==> src/sv/lnps_pkg.sv <==
// Shared types and constants for the last-note priority stack.
// Used by the interfaces, the stack cell, the core and its checker; no dependencies.
`timescale 1ns / 1ps
`default_nettype none

package lnps_pkg;

  localparam int unsigned NOTE_W          = 7;
  localparam int unsigned ACTION_W        = 2;
  localparam int unsigned STACK_DEPTH_DEF = 128;

  typedef enum logic [ACTION_W-1:0] {
    ACT_NOTE_ON  = 2'd0,
    ACT_NOTE_OFF = 2'd1,
    ACT_ALL_OFF  = 2'd2
  } lnps_action_e;

  // One stack entry: a held note and whether the slot is occupied.
  typedef struct packed {
    logic              valid;
    logic [NOTE_W-1:0] note;
  } lnps_entry_t;

  // Command broadcast to every cell in the cycle a request is accepted.
  typedef struct packed {
    logic              en;
    lnps_action_e      action;
    logic [NOTE_W-1:0] note;
  } lnps_cmd_t;

endpackage

`default_nettype wire

==> src/sv/lnps_if.sv <==
// Valid/ready channel interfaces for the request and result sides of the stack.
// Depends on lnps_pkg for the field widths.
`timescale 1ns / 1ps
`default_nettype none

interface lnps_req_if;
  logic                          valid;
  logic                          ready;
  logic [lnps_pkg::ACTION_W-1:0] action;
  logic [lnps_pkg::NOTE_W-1:0]   note;

  modport source (output valid, output action, output note, input ready);
  modport sink   (input valid, input action, input note, output ready);
endinterface

interface lnps_rsp_if;
  logic                        valid;
  logic                        ready;
  logic                        latest_valid;
  logic [lnps_pkg::NOTE_W-1:0] latest_note;
  logic                        active_valid;
  logic [lnps_pkg::NOTE_W-1:0] active_note;

  modport source (output valid, output latest_valid, output latest_note,
                  output active_valid, output active_note, input ready);
  modport sink   (input valid, input latest_valid, input latest_note,
                  input active_valid, input active_note, output ready);
endinterface

`default_nettype wire

==> src/sv/lnps_cell.sv <==
// One slot of the note stack: holds an entry and trades it with its neighbors.
// Depends on lnps_pkg for the entry and command types.
`timescale 1ns / 1ps
`default_nettype none

module lnps_cell (
  input  wire                  clk_i,
  input  wire                  rst_ni,
  input  lnps_pkg::lnps_cmd_t   cmd_i,
  input  lnps_pkg::lnps_entry_t prev_i,
  input  lnps_pkg::lnps_entry_t next_i,
  input  wire                  hit_i,
  output logic                 hit_o,
  output lnps_pkg::lnps_entry_t ent_o,
  output lnps_pkg::lnps_entry_t ent_d_o
);

  logic                          valid_q;
  logic [lnps_pkg::NOTE_W-1:0]   note_q;
  lnps_pkg::lnps_entry_t         ent_q;
  lnps_pkg::lnps_entry_t         ent_d;
  logic                          match;

  assign ent_q.valid = valid_q;
  assign ent_q.note  = note_q;

  always_comb begin
    match = valid_q && (note_q == cmd_i.note);
    hit_o = hit_i | match;
    ent_d = ent_q;
    if (cmd_i.en) begin
      case (cmd_i.action)
        lnps_pkg::ACT_NOTE_ON: begin
          // Everything up to and including the old copy moves back one slot.
          if (!hit_i) begin
            ent_d = prev_i;
          end
        end
        lnps_pkg::ACT_NOTE_OFF: begin
          // Slots from the removed note onward pull the successor forward.
          if (hit_i || match) begin
            ent_d = next_i;
          end
        end
        lnps_pkg::ACT_ALL_OFF: begin
          ent_d.valid = 1'b0;
        end
        default: begin
        end
      endcase
    end
  end

  always_ff @(posedge clk_i or negedge rst_ni) begin
    if (!rst_ni) begin
      valid_q <= 1'b0;
    end else begin
      valid_q <= ent_d.valid;
    end
  end

  always_ff @(posedge clk_i) begin
    note_q <= ent_d.note;
  end

  assign ent_o   = ent_q;
  assign ent_d_o = ent_d;

endmodule

`default_nettype wire

==> src/sv/last_note_priority_stack_core.sv <==
// Last-note priority stack core: a chain of stack cells plus the result register.
// Depends on lnps_pkg, the lnps_req_if / lnps_rsp_if interfaces and lnps_cell.
//
// Usage notes.
// The block keeps the held MIDI notes in order, newest first. Each request on
// req_i carries an action (note on, note off, all notes off) and a note number.
// A note on moves the note to the front or pushes it in, dropping the oldest
// entry when all STACK_DEPTH slots are full. A note off removes the note and
// closes the gap. All notes off empties the stack. An unused action code
// leaves the state alone but still yields a result.
// Every accepted request produces exactly one result on rsp_o in the cycle
// after, with the newest held note and the sticky active note after the event.
// The sticky note survives an empty stack and is only invalid until the first
// note on after reset.
// Throughput is one request per cycle: every cell compares its entry with the
// request note and shifts in parallel, so the whole stack updates in the cycle
// of acceptance. The result register decouples the sides; req_i.ready stays
// high while that register is empty or is being read in the same cycle, so a
// stalled receiver holds back at most one request.
// Reset empties the stack, clears the sticky note and drops any pending result.
`timescale 1ns / 1ps
`default_nettype none

module last_note_priority_stack_core #(
  parameter int unsigned STACK_DEPTH = lnps_pkg::STACK_DEPTH_DEF
) (
  input  wire         clk_i,
  input  wire         rst_ni,
  lnps_req_if.sink    req_i,
  lnps_rsp_if.source  rsp_o
);

  lnps_pkg::lnps_cmd_t   cmd;
  lnps_pkg::lnps_entry_t ent    [STACK_DEPTH];
  lnps_pkg::lnps_entry_t ent_d  [STACK_DEPTH];
  lnps_pkg::lnps_entry_t prev_e [STACK_DEPTH];
  lnps_pkg::lnps_entry_t next_e [STACK_DEPTH];
  logic [STACK_DEPTH:0]  hit;

  logic                        accept;
  logic                        out_valid_q;
  logic                        latest_valid_q;
  logic [lnps_pkg::NOTE_W-1:0] latest_note_q;
  logic                        sticky_valid_q;
  logic                        sticky_valid_d;
  logic [lnps_pkg::NOTE_W-1:0] sticky_note_q;
  logic [lnps_pkg::NOTE_W-1:0] sticky_note_d;

  // The result register is free when empty or when it is read this cycle.
  assign req_i.ready = !out_valid_q || rsp_o.ready;
  assign accept      = req_i.valid && req_i.ready;

  assign cmd.en     = accept;
  assign cmd.action = lnps_pkg::lnps_action_e'(req_i.action);
  assign cmd.note   = req_i.note;

  // The match chain runs from the front: cell i learns whether the note sits
  // in any newer slot.
  assign hit[0] = 1'b0;

  for (genvar i = 0; i < STACK_DEPTH; i++) begin : g_cell
    // The front cell takes the incoming note on a push; the last cell pulls
    // in an empty slot when the stack closes a gap.
    if (i == 0) begin : g_front
      assign prev_e[i].valid = 1'b1;
      assign prev_e[i].note  = req_i.note;
    end else begin : g_mid
      assign prev_e[i] = ent[i-1];
    end
    if (i == STACK_DEPTH - 1) begin : g_back
      assign next_e[i].valid = 1'b0;
      assign next_e[i].note  = '0;
    end else begin : g_inner
      assign next_e[i] = ent[i+1];
    end

    lnps_cell u_cell (
      .clk_i   (clk_i),
      .rst_ni  (rst_ni),
      .cmd_i   (cmd),
      .prev_i  (prev_e[i]),
      .next_i  (next_e[i]),
      .hit_i   (hit[i]),
      .hit_o   (hit[i+1]),
      .ent_o   (ent[i]),
      .ent_d_o (ent_d[i])
    );
  end

  // The sticky note follows every note on, and follows the new front entry
  // after a note off as long as something is still held.
  always_comb begin
    sticky_valid_d = sticky_valid_q;
    sticky_note_d  = sticky_note_q;
    case (cmd.action)
      lnps_pkg::ACT_NOTE_ON: begin
        sticky_valid_d = 1'b1;
        sticky_note_d  = req_i.note;
      end
      lnps_pkg::ACT_NOTE_OFF: begin
        if (ent_d[0].valid) begin
          sticky_valid_d = 1'b1;
          sticky_note_d  = ent_d[0].note;
        end
      end
      default: begin
      end
    endcase
  end

  always_ff @(posedge clk_i or negedge rst_ni) begin
    if (!rst_ni) begin
      sticky_valid_q <= 1'b0;
      sticky_note_q  <= '0;
      out_valid_q    <= 1'b0;
    end else begin
      if (accept) begin
        sticky_valid_q <= sticky_valid_d;
        sticky_note_q  <= sticky_note_d;
        out_valid_q    <= 1'b1;
      end else if (rsp_o.ready) begin
        out_valid_q    <= 1'b0;
      end
    end
  end

  // Result payload, loaded with the state after the accepted event.
  always_ff @(posedge clk_i) begin
    if (accept) begin
      latest_valid_q <= ent_d[0].valid;
      latest_note_q  <= ent_d[0].valid ? ent_d[0].note : '0;
    end
  end

  assign rsp_o.valid        = out_valid_q;
  assign rsp_o.latest_valid = latest_valid_q;
  assign rsp_o.latest_note  = latest_note_q;
  assign rsp_o.active_valid = sticky_valid_q;
  assign rsp_o.active_note  = sticky_note_q;

endmodule

`default_nettype wire

==> src/flat_wrapper.sv <==
// flat-port wrapper written by rule: the top's interface ports become plain ports
module last_note_priority_stack_core_flat 
#(
  parameter int unsigned STACK_DEPTH = lnps_pkg::STACK_DEPTH_DEF
)
  (clk_i, rst_ni, req_i_valid, req_i_action, req_i_note, req_i_ready, rsp_o_valid, rsp_o_latest_valid, rsp_o_latest_note, rsp_o_active_valid, rsp_o_active_note, rsp_o_ready);
  lnps_req_if req_i_i ();
  lnps_rsp_if rsp_o_i ();
  input  wire clk_i;
  input  wire rst_ni;
  input wire logic [$bits(req_i_i.valid)-1:0] req_i_valid;
  input wire logic [$bits(req_i_i.action)-1:0] req_i_action;
  input wire logic [$bits(req_i_i.note)-1:0] req_i_note;
  output wire logic [$bits(req_i_i.ready)-1:0] req_i_ready;
  output wire logic [$bits(rsp_o_i.valid)-1:0] rsp_o_valid;
  output wire logic [$bits(rsp_o_i.latest_valid)-1:0] rsp_o_latest_valid;
  output wire logic [$bits(rsp_o_i.latest_note)-1:0] rsp_o_latest_note;
  output wire logic [$bits(rsp_o_i.active_valid)-1:0] rsp_o_active_valid;
  output wire logic [$bits(rsp_o_i.active_note)-1:0] rsp_o_active_note;
  input wire logic [$bits(rsp_o_i.ready)-1:0] rsp_o_ready;
  assign req_i_i.valid = req_i_valid;
  assign req_i_i.action = req_i_action;
  assign req_i_i.note = req_i_note;
  assign req_i_ready = req_i_i.ready;
  assign rsp_o_valid = rsp_o_i.valid;
  assign rsp_o_latest_valid = rsp_o_i.latest_valid;
  assign rsp_o_latest_note = rsp_o_i.latest_note;
  assign rsp_o_active_valid = rsp_o_i.active_valid;
  assign rsp_o_active_note = rsp_o_i.active_note;
  assign rsp_o_i.ready = rsp_o_ready;
  last_note_priority_stack_core #(.STACK_DEPTH(STACK_DEPTH)) u_core (.clk_i(clk_i), .rst_ni(rst_ni), .req_i(req_i_i), .rsp_o(rsp_o_i));
endmodule
==> config.mk <==
export PLATFORM = sky130hd
export DESIGN_NAME = last_note_priority_stack_core_flat
export DESIGN_NICKNAME = d
export VERILOG_FILES = /design/src/sv/lnps_pkg.sv /design/src/sv/lnps_if.sv /design/src/sv/lnps_cell.sv /design/src/sv/last_note_priority_stack_core.sv /design/src/flat_wrapper.sv
export SDC_FILE = /design/constraint.sdc
export NUM_CORES = 2
export LEC_CHECK = 0
export ABC_AREA = 1
export BUFFER_PORTS_ARGS = -buffer_cell sky130_fd_sc_hd__buf_2
export CAP_MARGIN = 10
export CORE_MARGIN = 2
export CORE_UTILIZATION = 45
export CTS_BUF_LIST = sky130_fd_sc_hd__clkbuf_4
export CTS_CLUSTER_DIAMETER = 30
export DETAILED_ROUTE_END_ITERATION = 16
export PLACE_DENSITY_LB_ADDON = 0.08
export SETUP_SLACK_MARGIN = 0.5
export SLEW_MARGIN = 20
export SYNTH_ARGS = -nofsm -noshare
export SYNTH_HDL_FRONTEND = slang
export SYNTH_SLANG_ARGS = --single-unit
==> constraint.sdc <==
create_clock -name clk_i -period 11.3 [get_ports clk_i]
set_clock_uncertainty 0.05 [all_clocks]
set_input_delay 3.39 -clock clk_i [delete_from_list [all_inputs] [get_ports clk_i]]
set_output_delay 3.39 -clock clk_i [all_outputs]
set_load 0.02 [all_outputs]
# Word-level counts from Yosys, hierarchy flattened
# Index checks and enable logic that the tools add are counted.
[word_totals]
output_inout_bits = 18
romBits = 0
ramBits = 0
mem_count = 0
latch_bits = 0
input_bits = 13
ff_bits = 1041
elab_cells = 1805
[op_classes]
shift = 0
n_reduce_logical = 517
div = 0
bitwise = 126
multipliers = 0
n_addsub = 0
eq_ne = 384
n_lt_le_gt_ge = 0
mux = 517
[op_table]
columns = ["cell", "n"]
rows = [
  ["8-bit 2-to-1 mux", 255],
  ["7-bit case mux with 2 select lines", 129],
  ["4-bit AND reduction", 252],
  ["7-bit == test", 128],
  ["2-bit != test, second input constant", 254],
  ["1-bit case mux with 3 select lines", 128],
  ["1-bit logical AND", 129],
  ["1-bit logical OR", 128],
  ["1-bit OR", 126],
  ["3-bit AND reduction", 3],
  ["7-bit 2-to-1 mux", 1],
  ["2-bit nonzero test", 2],
  ["1-bit 2-to-1 mux", 3],
  ["3-bit nonzero test", 1],
  ["2-bit by 1-bit == test with 1-bit output, second input constant", 1],
  ["2-bit == test, second input constant", 1],
  ["2-bit zero test", 1],
  ["1-bit case mux with 2 select lines", 1],
  ["1-bit zero test", 1],
]

# Logic depth before layout (Yosys ltp)
[logic_depth]
ltp_word = 131
ltp_mapped = 76
depth_no_buf = 75

# Cells and area by module
# Synthesis repeated with hierarchy kept, for this count alone.
[unflattened]
cells_unflattened = 17501
area_unflattened_um2 = 102228.0
[by_module_without_submodules]
columns = ["module", "n_inst", "cells_per_inst", "seq_area_each_um2", "area_per_inst_um2"]
rows = [
  ["lnps_cell", 128, 136, 165.2, 792.0],
  ["last_note_priority_stack_core", 1, 93, 465.4, 850.8],
]

# Worst setup path after synthesis
# Ideal clock, no wire load.
[synth_timing]
path_kind = "input port to flip-flop"
start = "in req_i_note[6]"
end = "reg u_core.g_cell[126].u_cell.note_q[0] in the netlist's numbering (enable)"
required_ns = 10.890
arrival_ns = 11.580
setup_time_ns = 0.360
path_buffers = 2
setup_slack_ns = -0.690
stages = 73
path_cell_list = "buf_6 clkinv_2 buf_6 nand2_1 nand3_1 nor2_1 nand2_2 nand4_4 nor2_4 nand4_4 nor2_4 nand4_4 nor2_2 nand4_4 nor2_4 nand4_4 nor2_4 nand4_4 (+37 left out) nand4_2 nor2_2 nand4_2 nor2_2 nand4_2 nor2_2 nand4_2 nor2_2 nand4_2 nor2_4 nand4_4 nor2_4 nand4_2 nor2_2 nand2_1 nand2_1 nand2_1 nor2_1"
[synth_via]
elab_chain_len = 130
elab_cells_between_ends = 383
cone_classes = "eq/ne: 129; bitwise: 125; reduce/logical: 129"
[synth_lines]
columns = ["item", "line_no", "source"]
rows = [
  ["start: declaration", "flat_wrapper.sv:13", "input wire logic [$bits(req_i_i.note)-1:0] req_i_note;"],
  ["7-bit == test", "lnps_cell.sv:28", "match = valid_q && (note_q == cmd_i.note);"],
  ["1-bit logical AND", "lnps_cell.sv:28", ""],
  ["1-bit OR (125 in a row)", "lnps_cell.sv:29", "hit_o = hit_i | match;"],
  ["1-bit logical OR", "lnps_cell.sv:41", "if (hit_i || match) begin"],
  ["2-bit != test (no line)", "--", ""],
  ["4-bit AND reduction (no line) *", "--", ""],
  ["end signal: assignment", "lnps_cell.sv:63", "note_q <= ent_d.note;"],
  ["end: declaration", "lnps_cell.sv:19", "logic [lnps_pkg::NOTE_W-1:0] note_q;"],
]
# Mark *: on every way between the ends. The rest lies on a longest branch, timed or not.
# A chain may end at the register's enable or synchronous reset.

# Worst setup path in the final report
[layout_timing]
start = "in req_i_note[1]"
end = "reg u_core.g_cell[119].u_cell.note_q[2] in the netlist's numbering (enable)"
[layout_via]
elab_chain_len = 123
elab_cells_between_ends = 362
cone_classes = "eq/ne: 122; bitwise: 118; reduce/logical: 122"
[layout_lines]
columns = ["item", "line_no"]
rows = [
  ["7-bit == test", "lnps_cell.sv:28"],
  ["1-bit logical AND", "lnps_cell.sv:28"],
  ["1-bit OR (118 in a row)", "lnps_cell.sv:29"],
  ["1-bit logical OR", "lnps_cell.sv:41"],
  ["2-bit != test (no line)", "--"],
  ["4-bit AND reduction (no line) *", "--"],
  ["end signal: assignment", "lnps_cell.sv:63"],
  ["end: declaration", "lnps_cell.sv:19"],
]
# Marked as above.

==> qor.csv <==
stage,metric,value,unit
worst_setup_path,Worst Path Arrival,12120,ps
synthesis,Cell variety after synth,56,
synthesis,number of flops mapped to enable cells by yosys,897,
cells_and_area,fill cell count,12300,
worst_setup_path,Critical-path top delay cell,buf_4,
pwr,maximum vdd drop,0.000124,V
die,# rows,131,
die,Die Area,132000,sq um
sta,Final Hold Vio Count,0,
worst_setup_path,Crit. End Element,flip-flop,
sta,Max-slew headroom,20.4,%
clock_network,CTS tree,done,
worst_setup_path,reg2reg setup slack,1850,ps
synthesis,synthesized area,58200,sq um
place,IO Port Bufs,30,
worst_hold_path,worst hold path type,flip-flop to flip-flop,
clock_network,root buf cell,clkbuf_4,
synthesis,sequential area share after synthesis,52.4,%
sta,fin. max-slew vios,0,
worst_setup_path,max incr delay on CP,170,ps
sta,Max Clock Freq,89.3,MHz
cells_and_area,layout cell share with drive strength beyond 1,14.5,%
worst_setup_path,Worst R2R End,u_core.g_cell[119].u_cell.note_q[2],
synthesis,Cells after Synth,6648,
global_route,pin count of the biggest net entering global routing,193,
worst_setup_path,cell mode on critical path,nand4_4,
clock_network,CTS Buffer Depth,4,
synthesis,synthesized area per cell,8.76,sq um
place,HPWL Detailed,125000,um
cells_and_area,area added between synthesis and finish,13.1,%
cells_and_area,"Cell Count, Final, Fillers Out",8840,
global_route,first-pass GRT wire length,293000,um
synthesis,yosys synthesis warning count,0,
synthesis,ys async rst share,13.2,%
worst_setup_path,Worst Path Max Fanout,7,
drt,Initial DRT Pass Iterations,6,
worst_hold_path,Hold Path Stages,1,
global_route,GR Overflow Total,0,
drt,Vias,50700,
worst_setup_path,CP Launch Type,input pin,
clock_network,cts bufs inserted,333,
flow_run,max_cap viols,0,
sta,fin crit share,99.1,%
worst_setup_path,Worst Setup EP,u_core.g_cell[119].u_cell.note_q[2],
worst_setup_path,FF-to-FF path depth,75,
clock_network,Worst-path clk slew,60,ps
synthesis,top_reg_cell synth,edfxtp_1,
global_route,Total GRT Usage,28.3,%
die,core footprint,128000,sq um
pwr,pwr dens,165,nW/um^2
clock_network,worst-skew pair later-pin latency,1320,ps
synthesis,syn_nets,6664,
sta,RSZ-0062 raised after global routing,yes,
pwr,Static Leakage,26.5,nW
worst_setup_path,WP data required,12220,ps
drt,final wirelength,190000,um
die,total I/O pin count,31,
clock_network,clk sink count,1041,
sta,Final setup viols,0,
sta,Final Critical Period,11200,ps
drt,Post-DRT Antenna Nets,0,
die,die height,364,um
worst_setup_path,Reg2Reg Launch Point,u_core.g_cell[2].u_cell.note_q[4],
synthesis,"flops & latches, synth",1041,
worst_setup_path,critical path class,input pin to flip-flop,
die,die width,364,um
cells_and_area,fin util,51.5,%
place,GPL Wtd Cong,0.889,
global_route,initial antenna violation count,4,
clock_network,H-tree levels,5,
place,cell count after placement,8201,
die,starting density of the core,45.5,%
drt,drt first-iter violations,4785,
cells_and_area,NumNets Final,6876,
clock_network,"Hold-fix buffers, CTS",0,
sta,worst slew pin tran,1190,ps
drt,DRC,0,
global_route,vias in the first global route,49800,
status,outcome,finished clean,
drt,Wirelength per Cell,21.5,um
worst_setup_path,CP Launch Point,req_i_note[1],
drt,drt via density,5.74,
logic make-up (layout without fill, tap and decap cells):
group	Yosys count	in the layout	synth area share (%)
compound gates	1772	1772	17.7
xor+xnor	332	332	5.00
fa+ha+maj	3	3	0.0645
buf+inv	1216	1670	8.06
flops	1041	1041	52.4
mux	3	3	0.0516
other cells	0	9	0
simple gates	2281	2281	16.8
state kept, by name (all words and copies together), names as in the netlist:
name / count
u_core.rsp_o.latest_valid: 1
u_core.rsp_o.latest_note: 7
u_core.g_cell.u_cell.valid_q: 128
u_core.g_cell.u_cell.note_q: 896
u_core.rsp_o.valid: 1
u_core.rsp_o.active_valid: 1
u_core.rsp_o.active_note: 7
critical path, delay by kind of cell:
| kind | cells | cell delay, ps |
|---|---|---|
| simple gates | 67 | 7730 |
| buf+inv | 8 | 940 |
synthesized netlist by cell type (all sizes together) (3+ instances only):
library cell / count / area (sq um)
nand2: 1544 / 5800
o21ai: 1016 / 5080
edfxtp: 897 / 26900
inv: 769 / 2900
nor2: 379 / 1580
o22ai: 338 / 2110
clkbuf: 324 / 1220
xor2: 228 / 2000
a21oi: 150 / 754
dfrtp: 137 / 3430
nand3: 125 / 643
buf: 118 / 552
a221oi: 114 / 998
xnor2: 104 / 911
nand4: 72 / 793
nor3: 60 / 300
nor4: 50 / 313
a2111oi: 44 / 385
o2111ai: 41 / 359
or2: 30 / 188
o221ai: 24 / 210
a211oi: 14 / 105
a31oi: 8 / 50.1
and3: 8 / 50.1
a221o: 7 / 70.1
dfxtp: 7 / 140
and2: 6 / 37.5
clkinv: 5 / 20.0
o211ai: 5 / 37.5
a2111o: 4 / 45.0
a22o: 3 / 26.3
ha: 3 / 37.5
mux2i: 3 / 30.0
nor3b: 3 / 22.5
per-layer routing:
metal / routed length [um] / track usage, % / part of all wire [%] / vias to the layer above
li1: - / - / - / 23600
met1: 85600 / 40.1 / 45 / 24700
met2: 86800 / 44.6 / 46 / 1985
met3: 12300 / 3.95 / 6.5 / 390
met4: 5150 / 9.91 / 2.7 / 0
met5: 0 / 0 / 0 / -
layout make-up:
class | instances | area [sq um] | area share, %
sequential | 1041 | 30500 | 46.3
multi-input combinational | 4391 | 23600 | 35.8
clock buffer | 466 | 3500 | 5.31
inverter | 774 | 3010 | 4.57
timing repair buffer | 319 | 2610 | 3.96
tap | 1729 | 2160 | 3.28
clock inverter | 111 | 454 | 0.690
antenna | 9 | 22.5 | 0.0342
worst min path at each step:
stage                                                 start                           endpoint  slack, ps
after floorplan           u_core.g_cell[126].u_cell.valid_q  u_core.g_cell[126].u_cell.valid_q        410
after global placement            u_core.rsp_o.active_valid          u_core.rsp_o.active_valid        400
after detailed placement          u_core.rsp_o.active_valid          u_core.rsp_o.active_valid        420
after CTS                         u_core.rsp_o.active_valid          u_core.rsp_o.active_valid        440
after global routing              u_core.rsp_o.active_valid          u_core.rsp_o.active_valid        470
final                             u_core.rsp_o.active_valid          u_core.rsp_o.active_valid        450
power by group:
part / switching, W / internal, W / total (W)
logic: 0.00148 / 0.000795 / 0.00227
clock network: 0.00178 / 0.00190 / 0.00368
registers: 0.000259 / 0.00464 / 0.00490
layout by cell type (no fill, tap or decap), types with 14 or more instances in the layout:
master and instances:
nand2_1 1509, o21ai_0 1009, edfxtp_1 897, inv_1 758, clkbuf_4 466, o22ai_1 333, nor2_1 311, buf_4 260
xor2_1 228, a21oi_1 148, dfrtp_1 137, nand3_1 115, a221oi_1 114, xnor2_1 103, clkinv_1 75, nor3_1 57
nor4_1 50, nor2_4 42, a2111oi_0 42, nand4_1 41, o2111ai_1 40, clkinv_2 32, or2_2 30, nand2_2 29
nor2_2 26, buf_6 25, o221ai_1 23, nand4_4 23, buf_2 22, a211oi_1 14
timing repair:
item	4_1_cts	5_1_grt
setup buffers	35	17
pin swaps	15	35
endpoints found under the setup margin	104	193
hold endpoints to repair	0	0
resized for setup	49	100
cloned	0	1
per-stage QoR:
stage / cell area (sq um) / setup TNS (ps) / hold WS (ps) / setup slack [ps] / total power [W]
final: 65900 / 0 / 447 / 98.2 / 0.0109
after detailed placement: 60900 / -185060 / 422 / -1510 / 0.00706
after CTS: 65300 / 0 / 443 / 108 / 0.0108
after floorplan: 58400 / -20590 / 406 / -429 / 0.00629
after global routing: 65900 / -40910 / 472 / -520 / 0.0114
after global placement: 60900 / -154360 / 402 / -1360 / 0.00703
(Power assumes the default switching activity.)
